### config.mk
export PLATFORM = sky130hd
export DESIGN_NAME = modbus_rtu_position_poller
export DESIGN_NICKNAME = d
export VERILOG_FILES = /design/src/design/mrpp_pkg.sv /design/src/design/mrpp_ctrl.sv /design/src/design/mrpp_dp.sv /design/src/design/modbus_rtu_position_poller.sv
export SDC_FILE = /design/constraint.sdc
export NUM_CORES = 1
export LEC_CHECK = 0
export BUFFER_PORTS_ARGS = -buffer_cell sky130_fd_sc_hd__buf_2
export CORE_MARGIN = 3
export CORE_UTILIZATION = 56
export CTS_BUF_LIST = sky130_fd_sc_hd__clkbuf_2 sky130_fd_sc_hd__clkbuf_4 sky130_fd_sc_hd__clkbuf_8
export DETAILED_ROUTE_END_ITERATION = 7
export GPL_TIMING_DRIVEN = 1
export HOLD_SLACK_MARGIN = 0.02
export PLACE_DENSITY = 0.83
export SETUP_SLACK_MARGIN = 0.5
export SLEW_MARGIN = 20
export SYNTH_ARGS = -nofsm -noshare
export SYNTH_HDL_FRONTEND = slang
export SYNTH_SLANG_ARGS = --single-unit
### constraint.sdc
create_clock -name clock -period 5.95 [get_ports clock]
set_clock_uncertainty 0.05 [all_clocks]
set_input_delay 1.19 -clock clock [delete_from_list [all_inputs] [get_ports clock]]
set_output_delay 1.19 -clock clock [all_outputs]
set_load 0.05 [all_outputs]
### src/design/mrpp_pkg.sv
`timescale 1ns / 1ps
`default_nettype none
// ----------------------------------------------------------------------------
// mrpp_pkg
// Types, constants and the CRC16 byte step shared by the position poller.
// ----------------------------------------------------------------------------
package mrpp_pkg;

   typedef struct packed {
      logic [1:0]         func;
      logic [7:0]         rx_byte;
      logic [7:0]         axis;
      logic signed [31:0] target_position;
   } req_type;

   typedef struct packed {
      logic               kind;
      logic [7:0]         tx_byte;
      logic               tx_last;
      logic signed [31:0] axis0_position;
      logic signed [31:0] axis1_position;
   } rsp_type;

   localparam logic [1:0] FUNC_RX_BYTE = 2'd0;
   localparam logic [1:0] FUNC_TICK    = 2'd1;
   localparam logic [1:0] FUNC_WRITE   = 2'd2;

   localparam logic [1:0] CSR_SLAVE_ADDRESS  = 2'd0;
   localparam logic [1:0] CSR_AXIS_STRIDE    = 2'd1;
   localparam logic [1:0] CSR_TARGET_OFFSET  = 2'd2;
   localparam logic [1:0] CSR_PRESENT_OFFSET = 2'd3;

   localparam logic [7:0] SLAVE_ADDRESS_RST  = 8'd1;
   localparam logic [7:0] AXIS_STRIDE_RST    = 8'd32;
   localparam logic [7:0] TARGET_OFFSET_RST  = 8'd10;
   localparam logic [7:0] PRESENT_OFFSET_RST = 8'd18;

   localparam logic [7:0] FN_READ        = 8'h03;
   localparam logic [7:0] FN_WRITE_MULTI = 8'h10;
   localparam logic [7:0] REG_COUNT_HI   = 8'h00;
   localparam logic [7:0] REG_COUNT_LO   = 8'h02;
   localparam logic [7:0] DATA_BYTES     = 8'h04;

   localparam logic [15:0] CRC_INIT = 16'hFFFF;
   localparam logic [15:0] CRC_POLY = 16'hA001;

   // transmit frame byte positions
   localparam logic [3:0] TX_IDX_SLAVE     = 4'd0;
   localparam logic [3:0] TX_IDX_FUNC      = 4'd1;
   localparam logic [3:0] TX_IDX_ADDR_HI   = 4'd2;
   localparam logic [3:0] TX_IDX_ADDR_LO   = 4'd3;
   localparam logic [3:0] TX_IDX_CNT_HI    = 4'd4;
   localparam logic [3:0] TX_IDX_CNT_LO    = 4'd5;
   localparam logic [3:0] TX_IDX_BYTES     = 4'd6;
   localparam logic [3:0] TX_IDX_VAL3      = 4'd7;
   localparam logic [3:0] TX_IDX_VAL2      = 4'd8;
   localparam logic [3:0] TX_IDX_VAL1      = 4'd9;
   localparam logic [3:0] TX_IDX_VAL0      = 4'd10;
   localparam logic [3:0] READ_CRC_LO_IDX  = 4'd6;
   localparam logic [3:0] WRITE_CRC_LO_IDX = 4'd11;

   // receive frame byte positions
   localparam logic [3:0] RX_CRC_LO_IDX = 4'd7;
   localparam logic [3:0] RX_LAST_IDX   = 4'd8;

   typedef enum logic [1:0] {
      PH_IDLE  = 2'd0,
      PH_WAIT0 = 2'd1,
      PH_WAIT1 = 2'd2
   } phase_type;

   typedef enum logic [1:0] {
      ST_IDLE   = 2'd0,
      ST_TX     = 2'd1,
      ST_REPORT = 2'd2
   } ctrl_state_type;

   typedef struct packed {
      logic tx_start;
      logic tx_is_write;
      logic tx_read_axis1;
      logic tx_push;
      logic report_push;
      logic rx_push;
      logic rx_clear;
      logic save_axis0;
   } cmd_type;

   typedef struct packed {
      logic slot_free;
      logic tx_final;
      logic rx_done;
      logic rx_ok;
   } status_type;

   function automatic logic [15:0] crc16_byte(input logic [15:0] crc, input logic [7:0] data);
      logic [15:0] c;
      c = crc ^ {8'h00, data};
      for (int i = 0; i < 8; i++) begin
         c = c[0] ? ((c >> 1) ^ CRC_POLY) : (c >> 1);
      end
      return c;
   endfunction

endpackage
`default_nettype wire

### src/design/mrpp_ctrl.sv
`timescale 1ns / 1ps
`default_nettype none
// ----------------------------------------------------------------------------
// mrpp_ctrl
// Poll phase and sequencing state machine: decides per item which frame,
// report or receive action the datapath performs.
// ----------------------------------------------------------------------------
module mrpp_ctrl (
   input  wire logic               clock,
   input  wire logic               reset,
   input  wire logic               req_valid,
   input  wire logic [1:0]         req_func,
   output logic                    req_stall,
   output mrpp_pkg::cmd_type       cmd,
   input  wire mrpp_pkg::status_type status
);
   import mrpp_pkg::*;

   ctrl_state_type state_ff, state_in;
   phase_type      phase_ff, phase_in;
   logic           accept;
   logic           waiting;

   assign accept    = req_valid && (state_ff == ST_IDLE);
   assign req_stall = (state_ff != ST_IDLE);
   assign waiting   = (phase_ff == PH_WAIT0) || (phase_ff == PH_WAIT1);

   always_ff @(posedge clock) begin
      if (reset) begin
         state_ff <= ST_IDLE;
         phase_ff <= PH_IDLE;
      end else begin
         state_ff <= state_in;
         phase_ff <= phase_in;
      end
   end

   // next state
   always_comb begin
      state_in = state_ff;
      phase_in = phase_ff;
      unique case (state_ff)
         ST_IDLE: begin
            if (accept) begin
               if (req_func == FUNC_WRITE) begin
                  state_in = ST_TX;
               end else if (req_func == FUNC_TICK) begin
                  if (phase_ff == PH_IDLE) begin
                     phase_in = PH_WAIT0;
                     state_in = ST_TX;
                  end else begin
                     phase_in = PH_IDLE;
                  end
               end else if (req_func == FUNC_RX_BYTE && waiting && status.rx_done) begin
                  priority if (!status.rx_ok) begin
                     phase_in = PH_IDLE;
                  end else if (phase_ff == PH_WAIT0) begin
                     phase_in = PH_WAIT1;
                     state_in = ST_TX;
                  end else begin
                     phase_in = PH_IDLE;
                     state_in = ST_REPORT;
                  end
               end
            end
         end
         ST_TX: begin
            if (status.slot_free && status.tx_final) begin
               state_in = ST_IDLE;
            end
         end
         ST_REPORT: begin
            if (status.slot_free) begin
               state_in = ST_IDLE;
            end
         end
         default: begin
            state_in = ST_IDLE;
         end
      endcase
   end

   // outputs
   always_comb begin
      cmd = '0;
      unique case (state_ff)
         ST_IDLE: begin
            if (accept) begin
               if (req_func == FUNC_WRITE) begin
                  cmd.tx_start    = 1'b1;
                  cmd.tx_is_write = 1'b1;
               end else if (req_func == FUNC_TICK) begin
                  cmd.rx_clear = 1'b1;
                  cmd.tx_start = (phase_ff == PH_IDLE);
               end else if (req_func == FUNC_RX_BYTE && waiting) begin
                  cmd.rx_push = 1'b1;
                  if (status.rx_done && status.rx_ok && phase_ff == PH_WAIT0) begin
                     cmd.save_axis0    = 1'b1;
                     cmd.tx_start      = 1'b1;
                     cmd.tx_read_axis1 = 1'b1;
                  end
               end
            end
         end
         ST_TX: begin
            cmd.tx_push = status.slot_free;
         end
         ST_REPORT: begin
            cmd.report_push = status.slot_free;
         end
         default: begin
            cmd = '0;
         end
      endcase
   end

endmodule
`default_nettype wire

### src/design/mrpp_dp.sv
`timescale 1ns / 1ps
`default_nettype none
// ----------------------------------------------------------------------------
// mrpp_dp
// Datapath: configuration registers, frame builder with CRC16, receive
// collector with running CRC, and the result output register.
// ----------------------------------------------------------------------------
module mrpp_dp (
   input  wire logic                 clock,
   input  wire logic                 reset,
   input  wire logic                 csr_we,
   input  wire logic [1:0]           csr_index,
   input  wire logic [7:0]           csr_wdata,
   input  wire mrpp_pkg::req_type    req_data,
   output logic                      rsp_valid,
   input  wire logic                 rsp_stall,
   output mrpp_pkg::rsp_type         rsp_data,
   input  wire mrpp_pkg::cmd_type    cmd,
   output mrpp_pkg::status_type      status
);
   import mrpp_pkg::*;

   logic [7:0]  slave_ff, stride_ff, target_off_ff, present_off_ff;

   logic [15:0] addr_ff, addr_in;
   logic [31:0] target_ff, target_in;
   logic        is_write_ff, is_write_in;
   logic [3:0]  tx_idx_ff, tx_idx_in;
   logic [15:0] tx_crc_ff, tx_crc_in;

   logic [7:0]  rx_frame_ff [8];
   logic [7:0]  rx_frame_in [8];
   logic [3:0]  rx_count_ff, rx_count_in;
   logic [15:0] rx_crc_ff, rx_crc_in;
   logic [31:0] saved_axis0_ff, saved_axis0_in;

   logic        rsp_valid_ff, rsp_valid_in;
   rsp_type     rsp_ff, rsp_in;

   logic [7:0]  axis_sel, offset_sel;
   logic [15:0] addr_calc;
   logic [3:0]  crc_lo_idx, last_idx;
   logic [7:0]  data_byte, tx_byte;
   logic        header_hit;
   logic [15:0] rx_crc_src, rx_crc_step;
   logic [31:0] rx_raw;
   logic        slot_free;

   // configuration
   always_ff @(posedge clock) begin
      if (reset) begin
         slave_ff       <= SLAVE_ADDRESS_RST;
         stride_ff      <= AXIS_STRIDE_RST;
         target_off_ff  <= TARGET_OFFSET_RST;
         present_off_ff <= PRESENT_OFFSET_RST;
      end else if (csr_we) begin
         unique case (csr_index)
            CSR_SLAVE_ADDRESS:  slave_ff       <= csr_wdata;
            CSR_AXIS_STRIDE:    stride_ff      <= csr_wdata;
            CSR_TARGET_OFFSET:  target_off_ff  <= csr_wdata;
            CSR_PRESENT_OFFSET: present_off_ff <= csr_wdata;
            default:            slave_ff       <= slave_ff;
         endcase
      end
   end

   // register address of the frame being started
   always_comb begin
      priority if (cmd.tx_is_write) begin
         axis_sel = req_data.axis;
      end else if (cmd.tx_read_axis1) begin
         axis_sel = 8'd1;
      end else begin
         axis_sel = 8'd0;
      end
      offset_sel = cmd.tx_is_write ? target_off_ff : present_off_ff;
      addr_calc  = ({8'h00, axis_sel} * {8'h00, stride_ff}) + {8'h00, offset_sel};
   end

   // frame byte select
   assign crc_lo_idx = is_write_ff ? WRITE_CRC_LO_IDX : READ_CRC_LO_IDX;
   assign last_idx   = crc_lo_idx + 4'd1;

   always_comb begin
      unique case (tx_idx_ff)
         TX_IDX_SLAVE:   data_byte = slave_ff;
         TX_IDX_FUNC:    data_byte = is_write_ff ? FN_WRITE_MULTI : FN_READ;
         TX_IDX_ADDR_HI: data_byte = addr_ff[15:8];
         TX_IDX_ADDR_LO: data_byte = addr_ff[7:0];
         TX_IDX_CNT_HI:  data_byte = REG_COUNT_HI;
         TX_IDX_CNT_LO:  data_byte = REG_COUNT_LO;
         TX_IDX_BYTES:   data_byte = DATA_BYTES;
         TX_IDX_VAL3:    data_byte = target_ff[31:24];
         TX_IDX_VAL2:    data_byte = target_ff[23:16];
         TX_IDX_VAL1:    data_byte = target_ff[15:8];
         TX_IDX_VAL0:    data_byte = target_ff[7:0];
         default:        data_byte = 8'h00;
      endcase
      priority if (tx_idx_ff == last_idx) begin
         tx_byte = tx_crc_ff[15:8];
      end else if (tx_idx_ff == crc_lo_idx) begin
         tx_byte = tx_crc_ff[7:0];
      end else begin
         tx_byte = data_byte;
      end
   end

   // transmit sequencing
   always_comb begin
      addr_in     = addr_ff;
      target_in   = target_ff;
      is_write_in = is_write_ff;
      tx_idx_in   = tx_idx_ff;
      tx_crc_in   = tx_crc_ff;
      if (cmd.tx_start) begin
         addr_in     = addr_calc;
         target_in   = req_data.target_position;
         is_write_in = cmd.tx_is_write;
         tx_idx_in   = '0;
         tx_crc_in   = CRC_INIT;
      end else if (cmd.tx_push) begin
         tx_idx_in = tx_idx_ff + 4'd1;
         if (tx_idx_ff < crc_lo_idx) begin
            tx_crc_in = crc16_byte(tx_crc_ff, data_byte);
         end
      end
   end

   // receive collector
   assign header_hit  = (rx_frame_ff[0] == slave_ff) && (req_data.rx_byte == FN_READ);
   assign rx_crc_src  = ((rx_count_ff == 4'd0) || (rx_count_ff == 4'd1 && !header_hit))
                        ? CRC_INIT : rx_crc_ff;
   assign rx_crc_step = crc16_byte(rx_crc_src, req_data.rx_byte);
   assign rx_raw      = {rx_frame_ff[3], rx_frame_ff[4], rx_frame_ff[5], rx_frame_ff[6]};

   always_comb begin
      rx_frame_in = rx_frame_ff;
      rx_count_in = rx_count_ff;
      rx_crc_in   = rx_crc_ff;
      if (cmd.rx_clear) begin
         rx_count_in = '0;
      end else if (cmd.rx_push) begin
         priority if (rx_count_ff == 4'd0) begin
            rx_frame_in[0] = req_data.rx_byte;
            rx_crc_in      = rx_crc_step;
            rx_count_in    = 4'd1;
         end else if (rx_count_ff == 4'd1) begin
            rx_crc_in = rx_crc_step;
            if (header_hit) begin
               rx_frame_in[1] = req_data.rx_byte;
               rx_count_in    = 4'd2;
            end else begin
               rx_frame_in[0] = req_data.rx_byte;
            end
         end else if (rx_count_ff == RX_LAST_IDX) begin
            rx_count_in = '0;
         end else begin
            rx_frame_in[rx_count_ff[2:0]] = req_data.rx_byte;
            rx_count_in                   = rx_count_ff + 4'd1;
            if (rx_count_ff != RX_CRC_LO_IDX) begin
               rx_crc_in = rx_crc_step;
            end
         end
      end
   end

   assign saved_axis0_in = cmd.save_axis0 ? rx_raw : saved_axis0_ff;

   // result register
   assign slot_free = !rsp_valid_ff || !rsp_stall;

   always_comb begin
      rsp_valid_in = rsp_valid_ff;
      rsp_in       = rsp_ff;
      if (cmd.tx_push) begin
         rsp_valid_in          = 1'b1;
         rsp_in                = '0;
         rsp_in.tx_byte        = tx_byte;
         rsp_in.tx_last        = (tx_idx_ff == last_idx);
      end else if (cmd.report_push) begin
         rsp_valid_in          = 1'b1;
         rsp_in                = '0;
         rsp_in.kind           = 1'b1;
         rsp_in.axis0_position = saved_axis0_ff;
         rsp_in.axis1_position = rx_raw;
      end else if (!rsp_stall) begin
         rsp_valid_in = 1'b0;
      end
   end

   always_ff @(posedge clock) begin
      if (reset) begin
         rx_count_ff    <= '0;
         saved_axis0_ff <= '0;
         rsp_valid_ff   <= 1'b0;
         tx_idx_ff      <= '0;
         is_write_ff    <= 1'b0;
      end else begin
         rx_count_ff    <= rx_count_in;
         saved_axis0_ff <= saved_axis0_in;
         rsp_valid_ff   <= rsp_valid_in;
         tx_idx_ff      <= tx_idx_in;
         is_write_ff    <= is_write_in;
      end
   end

   always_ff @(posedge clock) begin
      addr_ff     <= addr_in;
      target_ff   <= target_in;
      tx_crc_ff   <= tx_crc_in;
      rx_frame_ff <= rx_frame_in;
      rx_crc_ff   <= rx_crc_in;
      rsp_ff      <= rsp_in;
   end

   assign rsp_valid        = rsp_valid_ff;
   assign rsp_data         = rsp_ff;
   assign status.slot_free = slot_free;
   assign status.tx_final  = (tx_idx_ff == last_idx);
   assign status.rx_done   = (rx_count_ff == RX_LAST_IDX);
   assign status.rx_ok     = (rx_frame_ff[2] == DATA_BYTES) &&
                             (rx_crc_ff == {req_data.rx_byte, rx_frame_ff[7]});

   a_rx_count_range: assert property (@(posedge clock) disable iff (reset)
      rx_count_ff <= RX_LAST_IDX)
      else $error("receive count past frame end");

   // index rests one past the final byte once a frame is done
   a_tx_idx_range: assert property (@(posedge clock) disable iff (reset)
      tx_idx_ff <= WRITE_CRC_LO_IDX + 4'd2)
      else $error("transmit index past frame end");

   a_last_flag: assert property (@(posedge clock) disable iff (reset)
      cmd.tx_push && status.tx_final |=> rsp_valid_ff && rsp_ff.tx_last && !rsp_ff.kind)
      else $error("final frame byte not flagged");

   a_report_kind: assert property (@(posedge clock) disable iff (reset)
      cmd.report_push |=> rsp_valid_ff && rsp_ff.kind && !rsp_ff.tx_last)
      else $error("report transfer malformed");

   a_push_needs_slot: assert property (@(posedge clock) disable iff (reset)
      (cmd.tx_push || cmd.report_push) |-> slot_free && !(cmd.tx_push && cmd.report_push))
      else $error("push into occupied result register");

endmodule
`default_nettype wire

### src/design/modbus_rtu_position_poller.sv
`timescale 1ns / 1ps
`default_nettype none
// first frame byte: registered frame start, then pushed once the result
// register is free; throughput: one frame byte per cycle while rsp_stall is
// low; req_stall holds until a frame's final byte or a report is pushed;
// received bytes and ticks that start no frame or report leave req_stall low
// reset: synchronous, clears poll phase, receive count, saved axis 0 and
// restores the register defaults; no clearing pass
// ----------------------------------------------------------------------------
// modbus_rtu_position_poller
// Modbus RTU master polling two axis positions and writing axis targets,
// with CRC16 generation and response checking.
// ----------------------------------------------------------------------------
module modbus_rtu_position_poller (
   input  wire logic              clock,
   input  wire logic              reset,
   input  wire logic              csr_we,
   input  wire logic [1:0]        csr_index,
   input  wire logic [7:0]        csr_wdata,
   input  wire logic              req_valid,
   output logic                   req_stall,
   input  wire mrpp_pkg::req_type req_data,
   output logic                   rsp_valid,
   input  wire logic              rsp_stall,
   output mrpp_pkg::rsp_type      rsp_data
);
   import mrpp_pkg::*;

   cmd_type    cmd;
   status_type status;

   mrpp_ctrl u_ctrl (
      .clock     (clock),
      .reset     (reset),
      .req_valid (req_valid),
      .req_func  (req_data.func),
      .req_stall (req_stall),
      .cmd       (cmd),
      .status    (status)
   );

   mrpp_dp u_dp (
      .clock     (clock),
      .reset     (reset),
      .csr_we    (csr_we),
      .csr_index (csr_index),
      .csr_wdata (csr_wdata),
      .req_data  (req_data),
      .rsp_valid (rsp_valid),
      .rsp_stall (rsp_stall),
      .rsp_data  (rsp_data),
      .cmd       (cmd),
      .status    (status)
   );

endmodule
`default_nettype wire
# After elaboration in Yosys (flattened, before gate mapping)
# Index checks and enable logic that the tools add are counted.
# word_totals
register_bits,296
output_inout_bits,76
wordCells,217
# op_classes
reduce_logical,40
multipliers,1
addsub,4
muxes,78
bitwise,24
n_lt_le_gt_ge,3
eq_ne,39
# ops
op,count
$mux W16,22
$mux W73,2
$pmux W8 S10,1
$bwmux W64,1
$mux W64,1
$mux W8,8
$not A2 Y3,16
$xor A16 B8 Y16,2
$mux W2,13
$demux W8 S3,1
$mux W4,5
$mux W1,17
$add A16 B8 Y16,1
$eq A16 B16 Y1,1
$eq A4 B4 Y1 const B,4
$mul A8 B8 Y16,1
$mux W3,5
$add A4 B1 Y4 const B,3
$eq A4 B3 Y1 const B,3
$reduce_and A2 Y1,6
$reduce_and A4 Y1,3
$eq A2 B2 Y1 const B,5
$logic_and A1 B1 Y1,10
$ne A2 B1 Y1 const B,5
27 further kinds,53

# Depth between registers and ports, before layout
# logic_depth
depth_word,27
mapped_depth,25
ltp_nobuf,24

# Hierarchy
# From an unflattened synthesis, not the netlist that was laid out.
# unflattened
cells_unflattened,1279
hier_area_um2,14088.5
# modules_own_cells
mod,n_inst,area_each_um2,cells_each
mrpp_dp,1,13693.1,1234
mrpp_ctrl,1,395.4,45

# Worst setup path after synthesis
# OpenSTA, ideal clock, no wires.
# synth_timing
kind,input to register
startpoint,in req_data[46] (netlist name)
endpoint,"reg u_dp.addr_ff[15], data pin"
stages,21
arrival_ns,6.004
path_buffers,1
slack_ns,-0.364
setup_time_ns,0.260
t_required_ns,5.640
cell_sequence,buf_6 xor2_1 nor4_1 nand3_1 nor4_1 nand4_1 nand2_1 nand2_1 fa_1 fa_1 fa_1 fa_1 inv_1 ha_1 inv_1 o21bai_1 a21oi_1 o21bai_1 nand4_1 a31oi_1 xnor2_1
# synth_between
elab_chain_len,14
# synth_rtl
element,line_no,rtl
from (decl),modbus_rtu_position_poller.sv:22,"input wire mrpp_pkg::req_type req_data,"
$eq A16 B16 Y1,mrpp_dp.sv:222,"(rx_crc_ff == {req_data.rx_byte, rx_frame_ff[7]});"
$logic_and A1 B1 Y1,mrpp_dp.sv:221,assign status.rx_ok = (rx_frame_ff[2] == DATA_BYTES) &&
$logic_and A1 B1 Y1 (2 in series),mrpp_ctrl.sv:97,if (status.rx_done && status.rx_ok && phase_ff == PH_WAIT0) begin
$mux W1,mrpp_ctrl.sv:97,
$mux W1,mrpp_ctrl.sv:95,end else if (req_func == FUNC_RX_BYTE && waiting) begin
$mux W1,mrpp_ctrl.sv:92,end else if (req_func == FUNC_TICK) begin
$mux W1,mrpp_ctrl.sv:89,if (req_func == FUNC_WRITE) begin
$mux W3,mrpp_ctrl.sv:88,if (accept) begin
$mux W3,mrpp_ctrl.sv:86,unique case (state_ff)
$mux W1,mrpp_dp.sv:71,end else if (cmd.tx_read_axis1) begin
$mux W8,mrpp_dp.sv:69,priority if (cmd.tx_is_write) begin
$mul A8 B8 Y16,mrpp_dp.sv:77,"addr_calc = ({8'h00, axis_sel} * {8'h00, stride_ff}) + {8'h00, offset_sel};"
$add A16 B8 Y16,mrpp_dp.sv:77,
net u_dp.addr_calc[15],mrpp_dp.sv:41,logic [15:0] addr_calc;
to (signal assigned),mrpp_dp.sv:208,addr_ff <= addr_in;
to (decl),mrpp_dp.sv:25,"logic [15:0] addr_ff, addr_in;"
# The timed path passes the listed nets, and every way through them passes these cells.
# A chain may end at the register's enable or synchronous reset.

# Worst setup path after layout
# layout_timing
startpoint,in req_data[46] (netlist name)
endpoint,"reg u_dp.addr_ff[14], data pin"
# Same word-level chain as after synthesis.

==> results.cfg <==
[yosys]
synthArstFlopShare_pct = 0
synth_top_area_share_pct = 27.4
synth_warnings = 0
syn-cell-area_um2 = 14100
synth_flop_cell = dfxtp_1
synth.most_common_cell = nand2_1
netlist_instances = 1372
synth.distinct_cells = 71
synth_edf_count = 129
yosys-top-cells-count = 240 x nand2_1, 159 x dfxtp_1, 129 x edfxtp_1
ys_seq_area_share_pct = 50.0
yosys-top-cells-area = edfxtp_1 27%, dfxtp_1 23%, nand2_1 6.4%, fa_1 6.2%, mux2i_1 4.7%
syn_avg_cell_area_um2 = 10.3
synth_largest_area_cell = edfxtp_1
syn_nets = 1533
synth-seq-cells = 288

[floorplanning]
io_pins = 141
dieArea_um2 = 27200
num_rows = 57
die_h_um = 165
start_util_pct = 57.6
core_um2 = 24500
die_w_um = 165

[cts]
numCtsBuffers = 45
cts_tree = done
root_buffer = clkbuf_8
clk_latency_ns = 0.58
clock_sinks = 288
cts_buffer_depth = 3
h-tree-depth = 2
clk_pin_slew_ns = 0.06

[layout]
fill_cells = 1826
fin_area_um2 = 16400
finish.utilization_pct = 66.7
fin_cells = 1895
fin_nets = 1693
multi_input_area_um2 = 6640
syn_to_final_growth_pct = 15.9
regArea_um2 = 7060
drive_gt1_share_pct = 20.1

[placed_design]
dp.cells = 1802
io_buffer_count = 140
place_area_um2 = 15300
hpwl_um = 22900
place_congestion = 0.925

[critical_path]
worstPathArrival_ns = 5.71
cp_max_fo = 6
critPathSlowestCell = fa_1
start_kind = input port
cp-end-kind = register
max_stage_delay_ns = 0.50
crit_type = input port to register
critPathRequiredTime_ns = 6.22

[job]
cap_viol_max_count = 0

[sta]
slew_headroom_pct = 39.1
setup_violations = 0
period_share_pct = 91.5
grt_setup_unrepaired = yes
post-route-min-period_ns = 5.45
worstMarginPinSlew_ns = 0.913
max_freq_mhz = 184
drv_slew = 0
hold_viol = 0
whs_ns = 0.392

[power]
pwr-share-comb_pct = 16.0
p_int_uw = 3330
sequentialPowerShare_pct = 48.3
cellPowerDensity_nw_per_um2 = 287
switching_power_uw = 1360
irDropWorstVdd_v = 0.000202
switching_share_pct = 29.0
p_leak_uw = 0.00703
power_frac_clock_pct = 35.7

[grt]
grt_max_degree = 72
grt_pass1_vias = 10250
grtUsageTotal_pct = 24.2
grt_pass1_wl_um = 52300
antenna_found_initial = 3
grt-ovfl-total = 0

[routing]
routed_wl_um = 33200
drc = 0
vias_per_cell = 5.58
wl_per_cell_um = 17.5
vias = 10566
ant_nets = 0
firstDrtPassIters = 5
drt_iter0_drc = 834

[outcome]
outcome = complete, no violations

[hold_path]
min_path_type = register to register
state kept, by name (all words and copies together) (netlist names), 8 cells and up:
signal	flops
u_dp.stride_ff	8
u_dp.rx_frame_ff	56
u_dp.target_off_ff	8
u_dp.present_off_ff	8
u_dp.addr_ff	16
u_dp.tx_crc_ff	16
u_dp.slave_ff	8
u_dp.rsp_data	74
u_dp.rx_crc_ff	16
u_dp.target_ff	32
u_dp.saved_axis0_ff	32
timing repair:
item,in CTS,in global routing
gates cloned,0,1
resized for setup,1,24
hold buffers,0,0
buffers inserted,1,4
pin swaps,1,6
setup endpoints to repair,2,7
cell usage in the layout (no fill, tap or decap), types with 50 or more instances in the layout:
cell type,netlist,layout
nand2_1,240,237
dfxtp_1,159,159
buf_2,10,138
edfxtp_1,129,129
a21oi_1,104,98
nor2_1,85,85
inv_1,86,79
mux2i_1,67,66
xnor2_1,50,50
clkbuf_8,0,50
worst paths after layout:
path	end	slack, ns	start	cells past startpoint
setup / recovery	u_dp.addr_ff[14]	0.50	req_data[46]	25
hold / removal	u_dp.rsp_data[39]	0.39	u_dp.saved_axis0_ff[7]	2
setup reg to reg	u_dp.addr_ff[14]	0.59	u_dp.rx_frame_ff[44]	23
hold reg to reg	u_dp.rsp_data[39]	0.39	u_dp.saved_axis0_ff[7]	2
final cells by class:
class / count / share of cell area [%]
Clock inverter: 17 / 0.657
Timing Repair Buffer: 179 / 6.24
Clock buffer: 67 / 4.98
Tap cell: 324 / 2.48
Sequential cell: 288 / 43.1
Multi-Input combinational cell: 932 / 40.5
Antenna cell: 2 / 0.0306
Inverter: 86 / 1.97
routing by layer:
metal,wire [µm],track usage (%)
met5,13,0
met4,884,8.01
met3,2340,3.64
met2,15900,38.7
met1,14100,34.1
stage by stage:
step | setup slack [ns] | TNS (ns) | power [µW]
global placement | 0.0108 | 0 | 3020
detailed placement | -0.113 | -0.267 | 3050
floorplan | 0.174 | 0 | 2840
CTS | 0.510 | 0 | 4710
finish | 0.503 | 0 | 4700
global route | 0.260 | 0 | 4880
cell families (layout without fill, tap and decap cells):
family | count (synthesis) | count (layout) | share of synthesized area (%)
adders and majority gates | 96 | 96 | 10.8
muxes | 69 | 69 | 4.91
other | 0 | 2 | 0
buffers and inverters | 153 | 349 | 4.27
and+or+nand+nor | 483 | 484 | 15.8
DFF | 288 | 288 | 50.0
xor gates and xnor gates | 85 | 85 | 5.64
AOI/OAI and AO/OA | 198 | 198 | 8.56
power groups by stage:
stage / logic (µW) / registers [µW] / clock network [µW]
6_report: 750 / 2270 / 1680
5_1_grt: 810 / 2280 / 1800
4_1_cts: 742 / 2270 / 1700
3_5_place_dp: 737 / 2310 / 0
3_3_place_gp: 720 / 2300 / 0
2_1_floorplan: 334 / 2510 / 0
critical path, delay by kind of cell:
| family | cells | cell delay, ns |
|---|---|---|
| adders and majority gates | 5 | 1.63 |
| AOI/OAI and AO/OA | 7 | 1.12 |
| and+or+nand+nor | 6 | 1.05 |
| xor gates and xnor gates | 2 | 0.21 |
| buffers and inverters | 5 | 0.49 |
Power figures use the tool's default switching activity.
